## src/design/mtep_pkg.sv

```systemverilog
`timescale 1ns / 1ps
// ----------------------------------------------------------------------------
// mtep_pkg: shared types and constants of the track event parser
// Result kinds, the classified byte token and the result record.
// ----------------------------------------------------------------------------
package mtep_pkg;

  localparam int unsigned QueueDepthDefault = 2;

  localparam logic [7:0] StatusHighMask = 8'hF0;
  localparam logic [7:0] NibbleMask     = 8'h0F;
  localparam logic [7:0] DataMask       = 8'h7F;
  localparam logic [7:0] StatusBit      = 8'h80;
  localparam logic [7:0] MetaStatus     = 8'hFF;
  localparam logic [7:0] SysexStatus    = 8'hF0;
  localparam logic [7:0] SysexEnd       = 8'hF7;
  localparam logic [7:0] MetaEndOfTrack = 8'h2F;
  localparam logic [3:0] MetaChannel    = 4'hF;

  typedef enum logic [3:0] {
    KindNoteOff   = 4'd0,
    KindNoteOn    = 4'd1,
    KindPolyPress = 4'd2,
    KindControl   = 4'd3,
    KindProgram   = 4'd4,
    KindChanPress = 4'd5,
    KindBend      = 4'd6,
    KindMeta      = 4'd7,
    KindMetaData  = 4'd8,
    KindSysex     = 4'd9,
    KindTruncated = 4'd10
  } event_kind_e;

  // One track byte with its classification flags.
  typedef struct packed {
    logic [7:0] byte_value;
    logic       last_byte;
    logic       is_status;
    logic       is_chan_status;
    logic       is_meta;
    logic       is_sysex;
    logic       is_sysex_end;
    logic       is_end_of_track;
  } token_t;

  typedef struct packed {
    event_kind_e event_kind;
    logic [3:0]  channel;
    logic [27:0] delta_ticks;
    logic [7:0]  data_first;
    logic [7:0]  data_second;
    logic [15:0] bend_word;
    logic [7:0]  meta_type;
    logic [7:0]  meta_length;
    logic        track_done;
  } result_t;

endpackage

```

## src/design/midi_track_event_parser.sv

```systemverilog
`timescale 1ns / 1ps
// ----------------------------------------------------------------------------
// midi_track_event_parser: track chunk event parser
// Turns the byte stream of a track chunk into one record per event.
// ----------------------------------------------------------------------------
// Usage:
//   The input channel takes one track byte per item (byte_value_i) with
//   last_byte_i marking the final byte of the chunk. The output channel
//   gives at most one result item per input byte: channel messages, meta
//   headers, meta payload bytes, sysex ends, skipped F-status events, or a
//   truncated marker when the chunk ends inside an event.
//   Both channels move an item when valid is high and stall is low.
//   Throughput is one byte per clock, set by the parser in the back end,
//   which consumes one queued byte each cycle its result register is free.
//   Each byte passes through the token queue and then the result register
//   before the receiver can take its result.
//   When the receiver stalls, the result register holds and the parser
//   stops; the token queue absorbs up to QueueDepth bytes before the input
//   stall rises. Reset empties the queue, drops any pending result and sets
//   the parser to expect a delta time with no running status.
//   Once the track has ended, bytes are still accepted and dropped.
// ----------------------------------------------------------------------------
module midi_track_event_parser #(
  parameter int unsigned QueueDepth = mtep_pkg::QueueDepthDefault
) (
  input  logic        clk_i,
  input  logic        rst_ni,
  input  logic        in_valid_i,
  output logic        in_stall_o,
  input  logic [7:0]  byte_value_i,
  input  logic        last_byte_i,
  output logic        out_valid_o,
  input  logic        out_stall_i,
  output logic [3:0]  event_kind_o,
  output logic [3:0]  channel_o,
  output logic [27:0] delta_ticks_o,
  output logic [7:0]  data_first_o,
  output logic [7:0]  data_second_o,
  output logic [15:0] bend_word_o,
  output logic [7:0]  meta_type_o,
  output logic [7:0]  meta_length_o,
  output logic        track_done_o
);

  mtep_pkg::token_t  in_token;
  mtep_pkg::token_t  head_token;
  mtep_pkg::result_t result;
  logic              queue_full;
  logic              queue_valid;
  logic              queue_pop;

  // Front end: classify the byte as it arrives.
  mtep_front u_front (
    .byte_value_i (byte_value_i),
    .last_byte_i  (last_byte_i),
    .token_o      (in_token)
  );

  // The queue lets the input keep flowing while the output is stalled.
  mtep_queue #(
    .Depth (QueueDepth)
  ) u_queue (
    .clk_i        (clk_i),
    .rst_ni       (rst_ni),
    .push_i       (in_valid_i),
    .push_token_i (in_token),
    .full_o       (queue_full),
    .pop_i        (queue_pop),
    .valid_o      (queue_valid),
    .head_o       (head_token)
  );

  assign in_stall_o = queue_full;

  // Back end: the parser state machine and the result register.
  mtep_back u_back (
    .clk_i         (clk_i),
    .rst_ni        (rst_ni),
    .token_valid_i (queue_valid),
    .token_i       (head_token),
    .token_pop_o   (queue_pop),
    .out_valid_o   (out_valid_o),
    .out_stall_i   (out_stall_i),
    .result_o      (result)
  );

  assign event_kind_o  = result.event_kind;
  assign channel_o     = result.channel;
  assign delta_ticks_o = result.delta_ticks;
  assign data_first_o  = result.data_first;
  assign data_second_o = result.data_second;
  assign bend_word_o   = result.bend_word;
  assign meta_type_o   = result.meta_type;
  assign meta_length_o = result.meta_length;
  assign track_done_o  = result.track_done;

  // A truncated record always closes the track.
  assert property (@(posedge clk_i) disable iff (!rst_ni)
    out_valid_o && event_kind_o == mtep_pkg::KindTruncated |-> track_done_o)
    else $error("truncated result without track_done");

  // Nothing follows the result that ends the track.
  assert property (@(posedge clk_i) disable iff (!rst_ni)
    out_valid_o && !out_stall_i && track_done_o |=> !out_valid_o)
    else $error("result after end of track");

  // Meta payload records carry the meta channel code.
  assert property (@(posedge clk_i) disable iff (!rst_ni)
    out_valid_o && event_kind_o == mtep_pkg::KindMetaData |->
      channel_o == mtep_pkg::MetaChannel)
    else $error("meta payload with wrong channel");

  // Only pitch bend fills the bend word.
  assert property (@(posedge clk_i) disable iff (!rst_ni)
    out_valid_o && bend_word_o != 16'h0000 |-> event_kind_o == mtep_pkg::KindBend)
    else $error("bend word set on non-bend result");

endmodule

```

## src/design/mtep_front.sv

```systemverilog
`timescale 1ns / 1ps
// ----------------------------------------------------------------------------
// mtep_front: byte classifier
// Tags each incoming byte with the status codes the parser branches on.
// ----------------------------------------------------------------------------
module mtep_front (
  input  logic [7:0]      byte_value_i,
  input  logic            last_byte_i,
  output mtep_pkg::token_t token_o
);

  always_comb begin
    token_o.byte_value      = byte_value_i;
    token_o.last_byte       = last_byte_i;
    token_o.is_status       = (byte_value_i & mtep_pkg::StatusBit) != 8'h00;
    token_o.is_chan_status  = token_o.is_status &&
                              ((byte_value_i & mtep_pkg::StatusHighMask) !=
                               mtep_pkg::StatusHighMask);
    token_o.is_meta         = byte_value_i == mtep_pkg::MetaStatus;
    token_o.is_sysex        = byte_value_i == mtep_pkg::SysexStatus;
    token_o.is_sysex_end    = byte_value_i == mtep_pkg::SysexEnd;
    token_o.is_end_of_track = byte_value_i == mtep_pkg::MetaEndOfTrack;
  end

endmodule

```

## src/design/mtep_queue.sv

```systemverilog
`timescale 1ns / 1ps
// ----------------------------------------------------------------------------
// mtep_queue: token queue
// Small register queue that decouples the classifier from the parser.
// ----------------------------------------------------------------------------
module mtep_queue #(
  parameter int unsigned Depth = mtep_pkg::QueueDepthDefault
) (
  input  logic             clk_i,
  input  logic             rst_ni,
  input  logic             push_i,
  input  mtep_pkg::token_t push_token_i,
  output logic             full_o,
  input  logic             pop_i,
  output logic             valid_o,
  output mtep_pkg::token_t head_o
);

  localparam int unsigned PtrW = (Depth > 1) ? $clog2(Depth) : 1;
  localparam int unsigned CntW = $clog2(Depth + 1);
  localparam logic [PtrW-1:0] LastPtr = PtrW'(Depth - 1);
  localparam logic [CntW-1:0] FullCnt = CntW'(Depth);

  mtep_pkg::token_t entry_q [Depth];
  logic [PtrW-1:0]  wr_ptr_q, wr_ptr_d;
  logic [PtrW-1:0]  rd_ptr_q, rd_ptr_d;
  logic [CntW-1:0]  count_q, count_d;
  logic             do_push, do_pop;

  assign full_o  = count_q == FullCnt;
  assign valid_o = count_q != '0;
  assign head_o  = entry_q[rd_ptr_q];
  assign do_push = push_i && !full_o;
  assign do_pop  = pop_i && valid_o;

  always_comb begin
    wr_ptr_d = wr_ptr_q;
    rd_ptr_d = rd_ptr_q;
    count_d  = count_q;
    if (do_push) begin
      wr_ptr_d = (wr_ptr_q == LastPtr) ? '0 : wr_ptr_q + 1'b1;
    end
    if (do_pop) begin
      rd_ptr_d = (rd_ptr_q == LastPtr) ? '0 : rd_ptr_q + 1'b1;
    end
    if (do_push && !do_pop) begin
      count_d = count_q + 1'b1;
    end else if (do_pop && !do_push) begin
      count_d = count_q - 1'b1;
    end
  end

  always_ff @(posedge clk_i or negedge rst_ni) begin
    if (!rst_ni) begin
      wr_ptr_q <= '0;
      rd_ptr_q <= '0;
      count_q  <= '0;
    end else begin
      wr_ptr_q <= wr_ptr_d;
      rd_ptr_q <= rd_ptr_d;
      count_q  <= count_d;
    end
  end

  always_ff @(posedge clk_i) begin
    if (do_push) begin
      entry_q[wr_ptr_q] <= push_token_i;
    end
  end

endmodule

```

## src/design/mtep_back.sv

```systemverilog
`timescale 1ns / 1ps
// ----------------------------------------------------------------------------
// mtep_back: event parser and result register
// Runs the track grammar over queued tokens, one token per cycle while the result register is free.
// ----------------------------------------------------------------------------
module mtep_back (
  input  logic             clk_i,
  input  logic             rst_ni,
  input  logic             token_valid_i,
  input  mtep_pkg::token_t token_i,
  output logic             token_pop_o,
  output logic             out_valid_o,
  input  logic             out_stall_i,
  output mtep_pkg::result_t result_o
);

  typedef enum logic [3:0] {
    PhDelta  = 4'd0,
    PhStatus = 4'd1,
    PhData1  = 4'd2,
    PhData2  = 4'd3,
    PhMType  = 4'd4,
    PhMLen   = 4'd5,
    PhMData  = 4'd6,
    PhSysex  = 4'd7,
    PhSkip   = 4'd8
  } phase_e;

  phase_e            phase_q, phase_d;
  logic [7:0]        running_q, running_d;
  logic [3:0]        chan_q, chan_d;
  logic [27:0]       delta_q, delta_d;
  logic [2:0]        dcnt_q, dcnt_d;
  logic [7:0]        held_q, held_d;
  logic [7:0]        mtype_q, mtype_d;
  logic [7:0]        mrem_q, mrem_d;
  logic              finished_q, finished_d;
  logic              out_valid_q, out_valid_d;
  mtep_pkg::result_t out_q, out_d;

  mtep_pkg::result_t   res;
  mtep_pkg::event_kind_e chan_kind;
  logic              can_adv;
  logic              have, complete, restart, eot;
  logic [27:0]       delta_base;
  logic [7:0]        b;

  assign can_adv     = !out_valid_q || !out_stall_i;
  assign token_pop_o = token_valid_i && can_adv;
  assign out_valid_o = out_valid_q;
  assign result_o    = out_q;
  assign b           = token_i.byte_value;
  assign chan_kind   = mtep_pkg::event_kind_e'(running_q[7:4] - 4'd8);

  always_comb begin
    phase_d    = phase_q;
    running_d  = running_q;
    chan_d     = chan_q;
    delta_d    = delta_q;
    dcnt_d     = dcnt_q;
    held_d     = held_q;
    mtype_d    = mtype_q;
    mrem_d     = mrem_q;
    finished_d = finished_q;
    have       = 1'b0;
    complete   = 1'b0;
    restart    = 1'b0;
    eot        = 1'b0;
    delta_base = (dcnt_q == 3'd0) ? 28'd0 : delta_q;
    res        = '0;

    unique case (phase_q)
      PhStatus: begin
        if (token_i.is_status) begin
          if (token_i.is_chan_status) begin
            running_d = b;
            chan_d    = b[3:0];
            phase_d   = PhData1;
          end else if (token_i.is_meta) begin
            phase_d = PhMType;
          end else if (token_i.is_sysex) begin
            phase_d = PhSysex;
          end else begin
            held_d  = b;
            phase_d = PhSkip;
          end
        end else if (running_q == 8'h00) begin
          restart = 1'b1;
        end else if (chan_kind == mtep_pkg::KindProgram ||
                     chan_kind == mtep_pkg::KindChanPress) begin
          res.event_kind = chan_kind;
          res.channel    = chan_q;
          res.data_first = b;
          have           = 1'b1;
          complete       = 1'b1;
        end else begin
          held_d  = b;
          phase_d = PhData2;
        end
      end
      PhData1: begin
        if (chan_kind == mtep_pkg::KindProgram ||
            chan_kind == mtep_pkg::KindChanPress) begin
          res.event_kind = chan_kind;
          res.channel    = chan_q;
          res.data_first = b;
          have           = 1'b1;
          complete       = 1'b1;
        end else begin
          held_d  = b;
          phase_d = PhData2;
        end
      end
      PhData2: begin
        res.event_kind  = chan_kind;
        res.channel     = chan_q;
        res.data_first  = held_q;
        res.data_second = b;
        res.bend_word   = (chan_kind == mtep_pkg::KindBend) ? {held_q, b} : 16'h0000;
        have            = 1'b1;
        complete        = 1'b1;
      end
      PhMType: begin
        mtype_d = b;
        if (token_i.is_end_of_track) begin
          res.event_kind = mtep_pkg::KindMeta;
          res.channel    = mtep_pkg::MetaChannel;
          res.meta_type  = b;
          res.track_done = 1'b1;
          finished_d     = 1'b1;
          have           = 1'b1;
          eot            = 1'b1;
        end else begin
          phase_d = PhMLen;
        end
      end
      PhMLen: begin
        held_d          = b;
        mrem_d          = b;
        res.event_kind  = mtep_pkg::KindMeta;
        res.channel     = mtep_pkg::MetaChannel;
        res.meta_type   = mtype_q;
        res.meta_length = b;
        have            = 1'b1;
        if (b == 8'h00) begin
          complete = 1'b1;
        end else begin
          phase_d = PhMData;
        end
      end
      PhMData: begin
        res.event_kind  = mtep_pkg::KindMetaData;
        res.channel     = mtep_pkg::MetaChannel;
        res.data_first  = b;
        res.meta_type   = mtype_q;
        res.meta_length = held_q;
        have            = 1'b1;
        mrem_d          = mrem_q - 8'd1;
        complete        = mrem_d == 8'h00;
      end
      PhSysex: begin
        if (token_i.is_sysex_end) begin
          res.event_kind = mtep_pkg::KindSysex;
          have           = 1'b1;
          complete       = 1'b1;
        end
      end
      PhSkip: begin
        res.event_kind = mtep_pkg::KindMeta;
        res.channel    = held_q[3:0];
        res.data_first = b;
        have           = 1'b1;
        complete       = 1'b1;
      end
      default: begin
        delta_d = {delta_base[20:0], b[6:0]};
        dcnt_d  = dcnt_q + 3'd1;
        if (!token_i.is_status || dcnt_d >= 3'd4) begin
          phase_d = PhStatus;
        end else begin
          phase_d = PhDelta;
        end
      end
    endcase

    // The final byte of the chunk closes the track, with whatever event it
    // completes or else with a truncated marker.
    if (token_i.last_byte && !eot) begin
      finished_d = 1'b1;
      if (!complete) begin
        res            = '0;
        res.event_kind = mtep_pkg::KindTruncated;
        res.data_first = b;
      end
      res.track_done = 1'b1;
      have           = 1'b1;
    end

    if (complete || restart) begin
      phase_d = PhDelta;
      dcnt_d  = 3'd0;
    end

    res.delta_ticks = delta_d;

    out_valid_d = out_valid_q;
    out_d       = out_q;
    if (can_adv) begin
      out_valid_d = token_valid_i && have && !finished_q;
      out_d       = res;
    end
  end

  always_ff @(posedge clk_i or negedge rst_ni) begin
    if (!rst_ni) begin
      phase_q     <= PhDelta;
      running_q   <= 8'h00;
      chan_q      <= 4'h0;
      delta_q     <= 28'd0;
      dcnt_q      <= 3'd0;
      held_q      <= 8'h00;
      mtype_q     <= 8'h00;
      mrem_q      <= 8'h00;
      finished_q  <= 1'b0;
      out_valid_q <= 1'b0;
      out_q       <= '0;
    end else begin
      if (token_pop_o && !finished_q) begin
        phase_q    <= phase_d;
        running_q  <= running_d;
        chan_q     <= chan_d;
        delta_q    <= delta_d;
        dcnt_q     <= dcnt_d;
        held_q     <= held_d;
        mtype_q    <= mtype_d;
        mrem_q     <= mrem_d;
        finished_q <= finished_d;
      end
      out_valid_q <= out_valid_d;
      out_q       <= out_d;
    end
  end

endmodule
```

## config.mk

```make
export PLATFORM = sky130hd
export DESIGN_NAME = midi_track_event_parser
export DESIGN_NICKNAME = d
export VERILOG_FILES = /design/src/design/mtep_pkg.sv /design/src/design/midi_track_event_parser.sv /design/src/design/mtep_front.sv /design/src/design/mtep_queue.sv /design/src/design/mtep_back.sv
export SDC_FILE = /design/constraint.sdc
export NUM_CORES = 1
export LEC_CHECK = 0
export BUFFER_PORTS_ARGS = -buffer_cell sky130_fd_sc_hd__buf_4
export CAP_MARGIN = 10
export CORE_AREA = 4 4 127 129
export CTS_CLUSTER_SIZE = 30
export DETAILED_ROUTE_END_ITERATION = 7
export DIE_AREA = 0 0 131 133
export PLACE_DENSITY = 0.83
export REMOVE_ABC_BUFFERS = 1
export SYNTH_ARGS = -nofsm -noshare
export SYNTH_HDL_FRONTEND = slang
export SYNTH_SLANG_ARGS = --single-unit
```

## constraint.sdc

```tcl
create_clock -name clk_i -period 2.8 [get_ports clk_i]
set_clock_uncertainty 0.05 [all_clocks]
set_input_delay 0 -clock clk_i [delete_from_list [all_inputs] [get_ports clk_i]]
set_output_delay 0 -clock clk_i [all_outputs]
set_load 0.02 [all_outputs]
```

# Yosys cells after proc, flatten, opt, wreduce, memory -nomap -nowiden
# Memory sizes are Yosys's and may differ from the RTL's.
# Cells that the tools add are included.
[word_totals]
in_bits = 13
output_inout_bits = 87
latch_bits = 0
mem_count = 1
regBits = 162
romBits = 0
ramBits = 30
word_cells = 166
[memory_table]
columns = ["memory", "depth", "word_bits", "read_ports", "rd_clocked_by_memory_dff", "write_ports", "line", "source"]
rows = [
  ["u_queue.entry_q", 2, 15, 1, 0, 1, "mtep_queue.sv:24", "mtep_pkg::token_t entry_q [Depth];"],
]
[op_classes]
n_addsub = 7
reduce_logical = 46
bitwise_logic = 0
n_mux = 63
div = 0
n_mul = 0
n_lt_le_gt_ge = 1
eq_ne = 26
shifts = 0
[op_table]
columns = ["op", "n"]
rows = [
  ["$mux W85", 2],
  ["$mux W8", 13],
  ["$pmux W8 S2", 3],
  ["$mux W4", 10],
  ["$pmux W8 S4", 1],
  ["$eq A4 B3 Y1 const B", 7],
  ["$mux W28", 1],
  ["$pmux W4 S7", 1],
  ["$eq A8 B8 Y1 const B", 3],
  ["$logic_not A8 Y1", 3],
  ["$mux W24", 1],
  ["$pmux W4 S6", 1],
  ["$pmux W8 S3", 1],
  ["$mux W21", 1],
  ["$pmux W4 S5", 1],
  ["$mux W1", 19],
  ["$mux W16", 1],
  ["$ne A3 B3 Y1 const B", 4],
  ["$logic_and A1 B1 Y1", 10],
  ["$reduce_bool A2 Y1", 5],
  ["$eq A4 B2 Y1 const B", 2],
  ["$eq A8 B6 Y1 const B", 1],
  ["$logic_not A1 Y1", 8],
  ["$reduce_or A2 Y1", 4],
  ["29 further kinds", 40],
]

# Depth between registers and ports, before layout
[logic_depth]
word_depth = 10
depth_mapped = 9
mapped_depth_nobuf = 8

# By module
# From an unflattened synthesis, not the netlist that was laid out.
[hier_totals]
hier_cells = 863
area_unflattened_um2 = 8962.3
[modules_own_cells]
columns = ["mod", "cells_per_inst", "n_inst", "seq_area_each_um2", "area_each_um2"]
rows = [
  ["mtep_back", 777, 1, 3853.7, 7495.9],
  ["mtep_queue", 66, 1, 1001.0, 1335.0],
  ["mtep_front", 20, 1, 0.0, 131.4],
]

# Worst setup path before layout
# Ideal clock, no wire load.
[synth_path]
path_kind = "reg2reg"
from = "reg u_back.mrem_q[0]"
to = "reg u_back.phase_q[3]"
synth_period_minus_slack_ns = 2.442
setup_time_ns = 0.125
n_path_buf = 1
stages_incl_launch_ff = 10
arrival_time_ns = 2.267
path_slack_ns = 0.358
required_time_ns = 2.625
cell_sequence = "dfrtp_1 inv_1 ha_1 clkbuf_1 xnor2_1 nand4b_1 nor4b_2 a211oi_1 a21oi_1 mux2_2"
[synth_between]
elab_chain_len = 6
word_cells_on_any_way = 10
classes_between = "1 x add/sub; 4 x eq/ne; 2 x mux; 3 x reduce/logical"
[synth_rtl]
columns = ["element", "line", "source"]
rows = [
  ["start: declaration", "mtep_back.sv:36", "logic [7:0] mrem_q, mrem_d;"],
  ["start signal: assignment", "mtep_back.sv:236", "mrem_q <= mrem_d;"],
  ["$sub A8 B1 Y8 *", "mtep_back.sv:158", "mrem_d = mrem_q - 8'd1;"],
  ["$logic_not A8 Y1 *", "mtep_back.sv:159", "complete = mrem_d == 8'h00;"],
  ["$pmux W1 S6 *", "mtep_back.sv:72", "unique case (phase_q)"],
  ["$logic_or A1 B1 Y1 *", "mtep_back.sv:199", "if (complete || restart) begin"],
  ["$ne A4 B3 Y1 (no line), or another cell as far along", "n/a", ""],
  ["$reduce_and A5 Y1 (no line)", "n/a", ""],
  ["end signal: assignment", "mtep_back.sv:216", "phase_q <= PhDelta;"],
  ["end signal: assignment", "mtep_back.sv:229", "phase_q <= phase_d;"],
  ["end: declaration", "mtep_back.sv:29", "phase_e phase_q, phase_d;"],
]
# Mark *: on every way between the ends. The rest lies on a longest branch, timed or not.
# A chain may end at the register's enable or synchronous reset.

# Worst setup path after layout
[layout_path]
from = "reg u_back.mrem_q[0]"
to = "reg u_back.out_q (netlist bit u_back.result_o[47])"
[layout_between]
elab_chain_len = 5
[layout_rtl]
columns = ["element", "line", "source"]
rows = [
  ["$sub A8 B1 Y8", "mtep_back.sv:158", ""],
  ["$logic_not A8 Y1", "mtep_back.sv:159", ""],
  ["$pmux W1 S6", "mtep_back.sv:72", ""],
  ["$mux W85", "mtep_back.sv:190", "if (!complete) begin"],
  ["$mux W85", "mtep_back.sv:188", "if (token_i.last_byte && !eot) begin"],
  ["end signal: assignment", "mtep_back.sv:240", "out_q <= out_d;"],
  ["end: declaration", "mtep_back.sv:39", "mtep_pkg::result_t out_q, out_d;"],
]
# Every way passes these cells.

==> run_results.csv <==
group,metric,value,unit
floorplan,dieArea,17400,um^2
critical_path,worst_setup_path_end_kind,"flip-flop",
clock_network,cts_root_buf,"clkbuf_16",
critical_path,r2r_start,"u_back.mrem_q[0]",
grt,maximum_number_of_pins_on_one_net_before_global_route_repair,108,
critical_path,timing.critical_path.required,3.04,ns
layout,share_of_layout_cells_above_drive_strength_1,21.5,%
power_and_ir_drop,total_leakage_power,4.61,nW
critical_path,timing.critical_path.cells,"inv_1 -> ha_1 -> xnor2_1 -> nand4b_1 -> nor4b_2 -> a2111oi_4 -> buf_4 -> nor4_4 -> a21oi_1",
clock_network,cts_sinks,186,
floorplan,coreArea,15000,um^2
job,timing.max_cap.violations,0,
sta,post-route-worst-setup-slack,0.140,ns
critical_path,critical_path.max_stage_delay,0.46,ns
power_and_ir_drop,combPwrFrac,38.0,%
sta,maxSlewViolCount,0,
power_and_ir_drop,total_switching_power,3.73,mW
power_and_ir_drop,internal_power,5.95,mW
clock_network,post_cts_resized,0,
synth,synth_sequential_area_ratio,56.3,%
floorplan,io-pin-count,100,
critical_path,start_kind,"flip-flop",
grt,grt.overflow.total,0,
floorplan,num_rows,45,
power_and_ir_drop,seq_power_share,38.7,%
route,detail_route.first_pass.iterations,6,
route,detailedRoute.firstIterationViolations,671,
clock_network,tritoncts_clock_tree,"yes",
layout,area.growth.synth_to_final,20.7,%
sta,rsz_0062_raised_after_global_routing,"no",
route,ant_nets,0,
route,vias,6854,
synth,ys_dominant_reg_cell,"dfrtp_1",
placed_design,hpwl,14700,um
sta,fmaxAchievable,376,MHz
sta,max_slew.worst_pin.slew,0.862,ns
power_and_ir_drop,power.total,9.69,mW
route,drc_errors,0,
power_and_ir_drop,switching_share,38.5,%
route,detail_route.vias_per_cell,5.89,
synth,number_of_flops_mapped_to_enable_cells_by_yosys,28,
power_and_ir_drop,irDropWorstVdd,0.524,mV
critical_path,critical-path-slowest-cell,"dfrtp_1",
floorplan,dieWidth,131,um
synth,post_synth_instance_area,8510,um^2
floorplan,die_h,133,um
critical_path,path_class,"reg -> reg",
synth,netlist_instances,847,
sta,setup-violations-final,0,
status,result_of_the_run,"complete, no violations",
sta,finalHoldViolCount,0,
layout,antennaDiodeCount,0,
placed_design,port_buffers,99,
route,post_drt_wl_per_cell,18.5,um
layout,layout.nets,982,
grt,grt_antenna_before_repair,0,
floorplan,effective_utilization_at_floorplan,56.6,%
power_and_ir_drop,power.clock.fraction,23.3,%
hold_path,hp-class,"in -> async",
clock_network,cts_buffer_depth,2,
sta,min_period,2.66,ns
synth,ys_ff_latch,186,
synth,synth_cell_types,57,
synth,synthesis.yosys.warnings,0,
layout,final.fill_count,1126,
sta,post_route_fraction_of_the_period_consumed_by_the_critical_path,95.0,%
sta,slew_headroom,42.5,%
grt,grt_usage,25.6,%
critical_path,worst-r2r-setup-slack,0.14,ns
critical_path,critical_path_peak_fanout,8,
critical_path,critPathLaunch,"u_back.mrem_q[0]",
clock_network,cts_inserted_buffers,17,
grt,grt_pass1_wl,34800,um
synth,synth.avg_cell_area,10.0,um^2
clock_network,insertion_delay,0.43,ns
sta,timing.setup.tns,0,ns
placed_design,gpl.final_weighted_congestion,0.928,
clock_network,cts_max_level,4,
synth,ys_async_rst_share,84.9,%
power_and_ir_drop,powerDensity,943,nW/um^2
clock_network,clk_pin_slew,0.07,ns
critical_path,worst-endpoint-arrival,2.90,ns
route,finalWirelength,21600,um
placed_design,pre_cts_slack,0.180,ns
clock_network,cts.repair_timing.setup_buffer_count,0,
clock_network,ctsHoldBuffers,12,
grt,grt_pass1_vias,6621,
-- registers in the layout, summed over array words and instances, names as in the netlist --
register            count
u_back.result_o        85
u_back.delta_q         28
u_queue.entry_q        28
u_back.held_q           8
u_back.mrem_q           8
u_back.mtype_q          8
u_back.running_q        5
u_back.phase_q          4
u_back.chan_q           3
u_back.dcnt_q           3
u_queue.count_q         2
u_back.finished_q       1
u_back.out_valid_o      1
u_queue.rd_ptr_q        1
u_queue.wr_ptr_q        1
-- Yosys cell counts (10+ instances only) --
cell type,instances,area share (%)
buf_2,10,0.59
edfxtp_1,28,9.9
mux2_2,25,3.3
nand3_1,18,1.1
dfrtp_1,158,46
nor2_1,64,2.8
clkbuf_1,40,1.8
o21ai_0,91,5.4
inv_1,13,0.57
nor3_1,14,0.82
o31ai_1,21,1.9
mux2i_1,11,1.3
a21oi_1,70,4.1
nand2_1,143,6.3
a22o_1,29,3.0
-- final timing paths --
kind	cells after the start	end
min	2	u_back.result_o[34]
max	9	u_back.result_o[47]
min in group clk_i	2	u_queue.entry_q[0][6]
min reg2reg	2	u_back.result_o[34]
max in group asynchronous	3	u_back.result_o[45]
max reg2reg	9	u_back.result_o[47]
-- cells in the final DEF (no fill, tap or decap), types with 6 or more instances in the layout --
cell type	n
nand2_1	143
nor3_1	14
dlygate4sd3_1	12
nor2_1	64
inv_1	13
buf_4	137
o21ai_0	91
a21oi_1	70
xnor2_1	6
a22o_1	29
mux2_2	25
clkbuf_16	17
nand3_1	18
o31ai_1	21
dfrtp_1	158
mux2i_1	11
o22ai_1	6
a22oi_1	9
edfxtp_1	28
o211ai_1	6
nor4_1	7
-- layer usage --
metal / track usage, % / vias up / routed length, um
met5: 0 / - / 0
met4: 11.5 / 0 / 770
met3: 5.69 / 60 / 1410
met2: 39.5 / 255 / 10300
met1: 34.4 / 3259 / 9140
li1: - / 3280 / -
-- cell families (layout without fill, tap and decap cells) --
| group | after synthesis | count (layout) | synth area share (%) |
|---|---|---|---|
| buffers and inverters | 66 | 195 | 3.06 |
| flip-flops | 186 | 186 | 56.3 |
| AO/OA/AOI/OAI | 259 | 259 | 18.8 |
| XOR/XNOR | 9 | 9 | 0.926 |
| AND/OR/NAND/NOR | 286 | 286 | 15.5 |
| adder cells (fa/ha/maj) | 5 | 5 | 0.735 |
| multiplexers | 36 | 36 | 4.60 |
-- area by class of cell --
class | count | area (um^2) | share of cell area (%)
multi-input cells | 595 | 3460 | 33.7
repair buffers | 151 | 1180 | 11.5
flip-flops and latches | 186 | 4790 | 46.7
clock buffers | 18 | 429 | 4.18
inverters | 13 | 48.8 | 0.475
clock inverters | 13 | 121 | 1.18
well taps | 188 | 235 | 2.29
-- critical path, delay by kind of cell (launching register included) --
kind	cells	cell delay, ns
buffers and inverters	2	0.26
xor gates and xnor gates	1	0.17
and+or+nand+nor	3	0.99
DFF	1	0.46
adders and majority gates	1	0.29
AOI/OAI and AO/OA	2	0.29
-- power by group through the flow --
stage                     clock [mW]  sequential (mW)  combinational, mW
after global placement             0             3.75               3.56
after floorplan                    0             3.98               1.83
after global routing            2.41             3.80               3.98
final                           2.26             3.75               3.68
after CTS                       2.29             3.73               3.66
after detailed placement           0             3.77               3.61
-- stage by stage --
stage | hold slack [ns] | instance area [um^2] | util, % | std cells
finish | 0.0405 | 10300 | 68.3 | 1164
floorplan | -0.346 | 8300 | - | 794
detailed placement | -0.0628 | 9600 | 63.9 | 1121
global placement | -0.0635 | 9600 | 63.9 | 1121
global route | 0.0929 | 10300 | 68.3 | 1164
CTS | 0.0472 | 10300 | 68.3 | 1164
(Power assumes the default switching activity.)
